File: config.mk
export PLATFORM = sky130hd
export DESIGN_NAME = hbe_ctrl
export DESIGN_NICKNAME = d
export VERILOG_FILES = /design/src/hw/rtl/hbe_pkg.sv /design/src/hw/rtl/hbe_ctrl.sv
export SDC_FILE = /design/constraint.sdc
export NUM_CORES = 1
export LEC_CHECK = 0
export BUFFER_PORTS_ARGS = -buffer_cell sky130_fd_sc_hd__buf_2
export CORE_MARGIN = 10
export CORE_UTILIZATION = 48
export CTS_CLUSTER_DIAMETER = 80
export DETAILED_ROUTE_END_ITERATION = 10
export GPL_ROUTABILITY_DRIVEN = 0
export PLACE_DENSITY = 0.72
export SYNTH_ARGS = -nofsm -noshare
export SYNTH_HDL_FRONTEND = slang
export SYNTH_SLANG_ARGS = --single-unit
File: constraint.sdc
create_clock -name clock -period 3.05 [get_ports clock]
set_clock_uncertainty 0.15 [all_clocks]
set_input_delay 0.4575 -clock clock [delete_from_list [all_inputs] [get_ports clock]]
set_output_delay 0.4575 -clock clock [all_outputs]
set_load 0.05 [all_outputs]
File: src/hw/rtl/hbe_pkg.sv
`timescale 1ns / 1ps
package hbe_pkg;

   localparam int MAX_ATOMS = 1024;
   localparam int ATOM_AW   = $clog2(MAX_ATOMS);
   localparam int CNT_W     = 11;
   localparam int IDX_W     = 10;
   localparam int COORD_W   = 32;
   localparam int MAG_W     = 32;
   localparam int OPD_W     = 33;
   localparam int PROD_W    = 2 * OPD_W;
   localparam int R2_W      = 66;
   localparam int NUM_W     = PROD_W + MAG_W;
   localparam int QUO_W     = 33;
   localparam int DIV_STEPS = QUO_W;
   localparam int DCNT_W    = $clog2(DIV_STEPS);
   localparam int ACC_W     = 50;
   localparam int H_W       = 48;
   localparam int TERMS     = 6;
   localparam int CSR_IDX_W = 2;
   localparam int CSR_W     = 32;

   localparam logic [CSR_IDX_W-1:0] CSR_ATOM_COUNT = 2'd0;
   localparam logic [CSR_IDX_W-1:0] CSR_SPRING     = 2'd1;
   localparam logic [CSR_IDX_W-1:0] CSR_CUTOFF     = 2'd2;

   localparam logic OP_LOAD  = 1'b0;
   localparam logic OP_QUERY = 1'b1;

   localparam logic [1:0] STS_OK    = 2'd0;
   localparam logic [1:0] STS_COINC = 2'd1;
   localparam logic [1:0] STS_RANGE = 2'd2;
   localparam logic [1:0] STS_SAT   = 2'd3;

   typedef enum logic [2:0] {
      MUL_C2, MUL_SQ, MUL_P, MUL_LO, MUL_HI
   } mul_sel_type;

   typedef enum logic [1:0] {
      RES_RANGE, RES_OFF, RES_DIAG
   } res_kind_type;

   typedef struct packed {
      logic               wr_en;
      logic               rd_en;
      logic [ATOM_AW-1:0] rd_addr;
      logic               lat_row;
      logic               c2_lat;
      logic               lat_diff;
      mul_sel_type        mul_sel;
      logic [2:0]         idx;
      logic               r2_clr;
      logic               r2_acc;
      logic               p_lat;
      logic               num_lat;
      logic               div_init;
      logic               div_step;
      logic               acc_clr;
      logic               acc_add;
      logic               res_lat;
      res_kind_type       kind;
      logic               coinc;
   } hbe_cmd_type;

   typedef struct packed {
      logic             r2_zero;
      logic             r2_ge_c2;
      logic [CNT_W-1:0] count;
   } hbe_sts_type;

   // axis pairs of the six unique entries: xx yy zz xy xz yz
   function automatic logic [1:0] term_a(input logic [2:0] n);
      case (n)
         3'd0: term_a = 2'd0;
         3'd1: term_a = 2'd1;
         3'd2: term_a = 2'd2;
         3'd3: term_a = 2'd0;
         3'd4: term_a = 2'd0;
         3'd5: term_a = 2'd1;
         default: term_a = 2'd0;
      endcase
   endfunction

   function automatic logic [1:0] term_b(input logic [2:0] n);
      case (n)
         3'd0: term_b = 2'd0;
         3'd1: term_b = 2'd1;
         3'd2: term_b = 2'd2;
         3'd3: term_b = 2'd1;
         3'd4: term_b = 2'd2;
         3'd5: term_b = 2'd2;
         default: term_b = 2'd0;
      endcase
   endfunction

endpackage

File: src/hw/rtl/hbe_ctrl.sv
`timescale 1ns / 1ps
module hbe_ctrl import hbe_pkg::*; (
   input  logic             clock,
   input  logic             reset,
   input  logic             req_tvalid,
   output logic             req_tready,
   input  logic             opcode,
   input  logic [IDX_W-1:0] row_index,
   input  logic [IDX_W-1:0] col_index,
   output logic             rsp_tvalid,
   input  logic             rsp_tready,
   input  hbe_sts_type      sts,
   output hbe_cmd_type      cmd
);

   typedef enum logic [4:0] {
      S_IDLE, S_RDROW, S_LATROW, S_C2LAT, S_PAIR, S_DIFF,
      S_SQ0, S_SQ1, S_SQ2, S_SQ3, S_CMP,
      S_TP, S_TLO, S_THI, S_TSUM, S_TDIV, S_TACC, S_NEXT, S_FIN
   } state_type;

   state_type          state_ff, state_in;
   logic [CNT_W-1:0]   j_ff, j_in;
   logic [IDX_W-1:0]   row_ff, row_in;
   logic [2:0]         n_ff, n_in;
   logic [DCNT_W-1:0]  dcnt_ff, dcnt_in;
   logic               diag_ff, diag_in;
   logic               coinc_ff, coinc_in;
   res_kind_type       kind_ff, kind_in;
   logic               rsp_valid_ff, rsp_valid_in;
   logic               in_range;
   logic               rsp_free;

   assign req_tready = (state_ff == S_IDLE);
   assign rsp_tvalid = rsp_valid_ff;
   assign in_range   = ({1'b0, row_index} < sts.count) && ({1'b0, col_index} < sts.count);
   assign rsp_free   = !rsp_valid_ff || rsp_tready;

   always_comb begin
      state_in     = state_ff;
      j_in         = j_ff;
      row_in       = row_ff;
      n_in         = n_ff;
      dcnt_in      = dcnt_ff;
      diag_in      = diag_ff;
      coinc_in     = coinc_ff;
      kind_in      = kind_ff;
      rsp_valid_in = rsp_valid_ff && !rsp_tready;
      cmd          = '0;
      cmd.mul_sel  = MUL_C2;
      cmd.kind     = kind_ff;
      cmd.coinc    = coinc_ff;
      cmd.idx      = n_ff;
      cmd.rd_addr  = j_ff[ATOM_AW-1:0];
      case (state_ff)
         S_IDLE: begin
            if (req_tvalid) begin
               if (opcode == OP_LOAD) begin
                  cmd.wr_en = 1'b1;
               end else begin
                  cmd.acc_clr = 1'b1;
                  coinc_in    = 1'b0;
                  row_in      = row_index;
                  diag_in     = (row_index == col_index);
                  j_in        = (row_index == col_index) ? '0 : {1'b0, col_index};
                  if (!in_range) begin
                     kind_in  = RES_RANGE;
                     state_in = S_FIN;
                  end else begin
                     kind_in  = (row_index == col_index) ? RES_DIAG : RES_OFF;
                     state_in = S_RDROW;
                  end
               end
            end
         end
         S_RDROW: begin
            cmd.rd_en   = 1'b1;
            cmd.rd_addr = row_ff[ATOM_AW-1:0];
            state_in    = S_LATROW;
         end
         S_LATROW: begin
            cmd.lat_row = 1'b1;
            cmd.mul_sel = MUL_C2;
            state_in    = S_C2LAT;
         end
         S_C2LAT: begin
            cmd.c2_lat = 1'b1;
            state_in   = S_PAIR;
         end
         S_PAIR: begin
            if (diag_ff && j_ff == sts.count) begin
               state_in = S_FIN;
            end else if (diag_ff && j_ff == {1'b0, row_ff}) begin
               j_in = j_ff + 1'b1;
            end else begin
               cmd.rd_en = 1'b1;
               state_in  = S_DIFF;
            end
         end
         S_DIFF: begin
            cmd.lat_diff = 1'b1;
            state_in     = S_SQ0;
         end
         S_SQ0: begin
            cmd.mul_sel = MUL_SQ;
            cmd.idx     = 3'd0;
            cmd.r2_clr  = 1'b1;
            state_in    = S_SQ1;
         end
         S_SQ1: begin
            cmd.mul_sel = MUL_SQ;
            cmd.idx     = 3'd1;
            cmd.r2_acc  = 1'b1;
            state_in    = S_SQ2;
         end
         S_SQ2: begin
            cmd.mul_sel = MUL_SQ;
            cmd.idx     = 3'd2;
            cmd.r2_acc  = 1'b1;
            state_in    = S_SQ3;
         end
         S_SQ3: begin
            cmd.r2_acc = 1'b1;
            state_in   = S_CMP;
         end
         S_CMP: begin
            n_in = '0;
            if (sts.r2_zero) begin
               coinc_in = 1'b1;
               state_in = S_NEXT;
            end else if (sts.r2_ge_c2) begin
               state_in = S_NEXT;
            end else begin
               state_in = S_TP;
            end
         end
         S_TP: begin
            cmd.mul_sel = MUL_P;
            state_in    = S_TLO;
         end
         S_TLO: begin
            cmd.mul_sel = MUL_LO;
            cmd.p_lat   = 1'b1;
            state_in    = S_THI;
         end
         S_THI: begin
            cmd.mul_sel = MUL_HI;
            cmd.num_lat = 1'b1;
            state_in    = S_TSUM;
         end
         S_TSUM: begin
            cmd.div_init = 1'b1;
            dcnt_in      = '0;
            state_in     = S_TDIV;
         end
         S_TDIV: begin
            cmd.div_step = 1'b1;
            dcnt_in      = dcnt_ff + 1'b1;
            if (dcnt_ff == DCNT_W'(DIV_STEPS - 1)) begin
               state_in = S_TACC;
            end
         end
         S_TACC: begin
            cmd.acc_add = 1'b1;
            if (n_ff == 3'(TERMS - 1)) begin
               state_in = S_NEXT;
            end else begin
               n_in     = n_ff + 1'b1;
               state_in = S_TP;
            end
         end
         S_NEXT: begin
            if (diag_ff) begin
               j_in     = j_ff + 1'b1;
               state_in = S_PAIR;
            end else begin
               state_in = S_FIN;
            end
         end
         S_FIN: begin
            if (rsp_free) begin
               cmd.res_lat  = 1'b1;
               rsp_valid_in = 1'b1;
               state_in     = S_IDLE;
            end
         end
         default: begin
            state_in = S_IDLE;
         end
      endcase
   end

   always_ff @(posedge clock) begin
      if (reset) begin
         state_ff     <= S_IDLE;
         rsp_valid_ff <= 1'b0;
         j_ff         <= '0;
         row_ff       <= '0;
         n_ff         <= '0;
         dcnt_ff      <= '0;
         diag_ff      <= 1'b0;
         coinc_ff     <= 1'b0;
         kind_ff      <= RES_RANGE;
      end else begin
         state_ff     <= state_in;
         rsp_valid_ff <= rsp_valid_in;
         j_ff         <= j_in;
         row_ff       <= row_in;
         n_ff         <= n_in;
         dcnt_ff      <= dcnt_in;
         diag_ff      <= diag_in;
         coinc_ff     <= coinc_in;
         kind_ff      <= kind_in;
      end
   end

endmodule

Yosys cells after proc, flatten, opt, wreduce, memory -nomap -nowiden. Cells that the tools add are included.

Register bits after elaboration: 40. Output and inout port bits: 35. Logic and storage cells: 120.

Eq/ne operators: 33. Multiplexer cells: 54. Reduce and logical (&&, ||, !) cells: 19. Add/sub/neg operators: 3. Order comparisons: 2.

Operators with widths (count): 5-bit case mux with 19 select lines (1); 11-bit two-way mux (5); 5-bit two-way mux (11); 5-bit by 4-bit equality test with 1-bit output (second input constant) (8); 11-bit case mux with 3 select lines (1); 1-bit two-way mux (25); 10-bit by 11-bit < comparator with 1-bit output (2); 5-bit by 3-bit equality test with 1-bit output (second input constant) (4); 10-bit two-way mux (2); 2-bit inequality test (second input constant) (8); 5-bit equality test (second input constant) (3); 3-bit case mux with 4 select lines (1); 6-bit case mux with 2 select lines (1); 11-bit by 1-bit adder with 11-bit output (second input constant) (1); 11-bit by 10-bit equality test with 1-bit output (1); 11-bit equality test (1); 10-bit equality test (1); 5-bit by 2-bit equality test with 1-bit output (second input constant) (2); 3-bit case mux with 3 select lines (1); 6-bit by 1-bit adder with 6-bit output (second input constant) (1); 6-bit equality test (second input constant) (1); 3-bit case mux with 2 select lines (1); 6-bit AND reduction (1); 2-bit nonzero test (3); 18 further kinds (25).

Depth between registers and ports, before layout.
Depth after elaboration: 6. Depth in mapped cells: 9. Gate-level depth less buffers: 8.

Worst setup path before layout. Ideal clock, no wire load.

Kind: register to output. From: register state_ff[2]. To: output cmd[31] in the netlist's numbering. Buffers on the path: 1. Stages on the path, launching flop included: 6. Arrival: 2.321 ns. Required time: 2.442 ns. Setup slack: 0.122 ns. Cell sequence: dfxtp_1 clkbuf_1 or3b_1 nor2_1 o31ai_1 o21ai_0.

RTL lines: start: declaration (RTL line hbe_ctrl.sv:22) `state_type state_ff, state_in;`; start signal: assignment (RTL line hbe_ctrl.sv:205) `state_ff <= state_in;`; end: declaration (RTL line hbe_ctrl.sv:13) `output hbe_cmd_type cmd`.

==> results.py <==
metrics = {
    "outcome": {
        "status": "completed",
    },
    "timing": {
        "holdWs_ps": 266.5,
        "finalMaxSlewViolations": 0,
        "rsz0062_at_grt": "false",
        "hold_viol": 0,
        "tightest_slew_ps": 821.9,
        "finalSetupViolations": 0,
        "setup_tns_ps": 0,
        "layout_setup_ws_ps": 140.3,
        "relSlewSlack": 0.4521,
        "fin_crit_sh": 0.9540,
        "finalCriticalPeriod_ps": 2910,
        "fmax_mhz": 343.7,
    },
    "pwr": {
        "p_switching_mw": 1.413,
        "p_seq_frac": 0.295,
        "sw_frac_of_total": 0.5272,
        "power_density_nw_per_um2": 704.4,
        "power_frac_comb": 0.586,
        "max-vdd-ir-drop_v": 0.0005098,
        "p_clk_frac": 0.119,
        "p_int_mw": 1.267,
        "p_leak_nw": 1.641,
    },
    "clock_network": {
        "cts-root-buf": "clkbuf_8",
        "cts.path.max_buffers": 2,
        "cts_tree": "built",
        "htree_levels": 2,
        "cts.sinks": 40,
        "post_cts_buffers": 0,
        "numCtsBuffers": 5,
        "clk_pin_slew_ps": 80,
        "holdBufCountCts": 0,
        "clkLatencyLatePin_ps": 290,
        "cts.repair.resized": 0,
    },
    "synth": {
        "syn-cell-area_um2": 3336,
        "syn_avg_cell_area_um2": 7.347,
        "yosysWarnings": 0,
        "synth_top_family_by_area": "simple AND/OR/NAND/NOR gates",
        "synth-seq-area-share": 0.2401,
        "yosys.area_share.simple": 0.2869,
        "synthTopCellsByCount": "55 x nand2_1, 50 x nor2_1, 46 x a21oi_1, 40 x dfxtp_1, 23 x ha_1",
        "yosys_register_bits": 40,
        "netlist_top_cells_area": "dfxtp_1 24%, ha_1 8.6%, a21oi_1 6.9%",
        "netlist_instances": 454,
        "synth_edf_count": 0,
        "synth.most_common_cell": "nand2_1",
        "synth_fa_ha_area_frac": 0.08627,
        "ys_types": 58,
        "synth_area_leader_cell": "dfxtp_1",
        "synth.area.mux_share": 0.03676,
        "synth-compound-area-share": 0.1980,
        "ys.flop_type": "dfxtp_1",
        "synthXorXnorAreaFrac": 0.09415,
        "async_flop_share": 0,
        "syn_nets": 515,
        "synth_top_area_frac": 0.2401,
    },
    "layout": {
        "final_nets": 574,
        "design_area_um2": 3804,
        "area_growth_pct": 14.03,
        "finalNonFillerCells": 591,
        "diodes": 0,
        "drive_above_1_share": 0.2094,
        "num-fill-cells": 654,
    },
    "floorplan": {
        "coreArea_um2": 6756,
        "rows": 30,
        "fp.dieW_um": 103.4,
        "die_h_um": 103.4,
        "ios": 73,
        "start_util": 0.4937,
        "die-area_um2": 10680,
    },
    "flow_run": {
        "maxCapViolCount": 0,
    },
    "global_route": {
        "grt_max_degree": 43,
        "track_usage": 0.1978,
        "grt_pass1_vias": 3364,
        "grt_pass1_wl_um": 16750,
        "grt_overflow_total": 0,
        "antenna_found_initial": 0,
    },
    "place": {
        "dpl_cell_area_um2": 3735,
        "io_buffers": 72,
        "place_hpwl_um": 8376,
        "place_inst": 586,
        "post-place-ws_ps": 490.7,
    },
    "detailed_routing": {
        "drc": 0,
        "routed_wl_um": 10440,
        "vias_per_cell": 5.983,
        "dr.first_iter.drc_count": 235,
        "via_count": 3536,
        "wl_per_cell_um": 17.66,
        "postRouteAntennaNets": 0,
        "drtPass1Iterations": 5,
    },
    "worst_setup_path": {
        "worstPathMaxFanout": 22,
        "path_class": "flop to primary output",
        "cp-end-kind": "primary output",
        "reg2reg_depth": 6,
        "crit_required_ps": 2440,
        "timing.critical_path.from_type": "flop",
        "crit_arrival_ps": 2300,
    },
    "hold_path": {
        "hp-class": "input port to flop",
        "min_path_cells": 3,
    },
}
==> routing by layer <==
layer	global-route usage	vias to the layer above	part of all wire
li1	-	1741	-
met1	0.2529	1621	0.44
met2	0.3158	157	0.46
met3	0.05116	17	0.080
met4	0.06524	0	0.020
met5	0	-	0
==> worst max-delay path, stage by stage, from the launching register on <==
cell	delay, ps
dfxtp_1	520
or3b_1	500
nor2_1	270
o31ai_1	200
o21ai_0	220
buf_2	300
==> path summary, 6_finish.rpt <==
| kind | startpoint | to | slack, ps |
|---|---|---|---|
| worst min register to register | row_ff[7] | row_ff[7] | 330 |
| worst max-delay path | state_ff[4] | cmd[31] | 140 |
| worst min-delay path | sts[12] | coinc_ff | 270 |
| worst max register to register | diag_ff | j_ff[10] | 450 |
==> state kept, by name, indices dropped and copies added (netlist names) <==
signal	flops
dcnt_ff	6
kind_ff	2
coinc_ff	1
n_ff	3
diag_ff	1
row_ff	10
rsp_tvalid	1
j_ff	11
state_ff	5
==> through the flow <==
stage | total power, mW | utilization
2_1_floorplan | 1.968 | -
3_3_place_gp | 2.323 | 0.5528
3_5_place_dp | 2.345 | 0.5528
4_1_cts | 2.673 | 0.5630
5_1_grt | 2.862 | 0.5630
6_report | 2.679 | 0.5630
==> power by group through the flow <==
| stage | registers (mW) | clock network (mW) | logic, mW |
|---|---|---|---|
| floorplan | 0.679 | 0 | 1.29 |
| global placement | 0.792 | 0 | 1.53 |
| detailed placement | 0.795 | 0 | 1.55 |
| CTS | 0.783 | 0.332 | 1.56 |
| global route | 0.804 | 0.355 | 1.70 |
| finish | 0.790 | 0.320 | 1.57 |
==> kinds of logic after synthesis <==
family	after synthesis
AOI/OAI and AO/OA	104
xor gates and xnor gates	35
DFF	40
and+or+nand+nor	195
muxes	11
buffers and inverters	46
adders and majority gates	23
==> layout by cell type, fill, tap and decap left out, drive strengths merged, types with 3 or more instances in the layout <==
| master | n |
|---|---|
| buf | 81 |
| nand2 | 55 |
| nor2 | 50 |
| a21oi | 46 |
| dfxtp | 40 |
| ha | 23 |
| nor3 | 22 |
| xor2 | 22 |
| inv | 17 |
| xnor2 | 13 |
| nand3 | 13 |
| o21ai | 13 |
| mux2 | 10 |
| nor4 | 10 |
| nand2b | 8 |
| a31oi | 8 |
| or3 | 7 |
| nand4 | 6 |
| nor2b | 5 |
| a221oi | 5 |
| clkbuf | 5 |
| a211oi | 5 |
| or2 | 4 |
| o31ai | 3 |
| nand4b | 3 |
| a211o | 3 |
| a311oi | 3 |
==> final cells by class <==
cell class	instances	area (um2)	area share
Sequential cell	40	800.8	0.2105
Multi-Input combinational cell	368	2342	0.6158
Tap cell	80	100.1	0.02632
Inverter	17	63.81	0.01678
Clock buffer	5	68.82	0.01809
Timing Repair Buffer	81	427.9	0.1125
No activity file was read; power rests on OpenSTA's default activity.
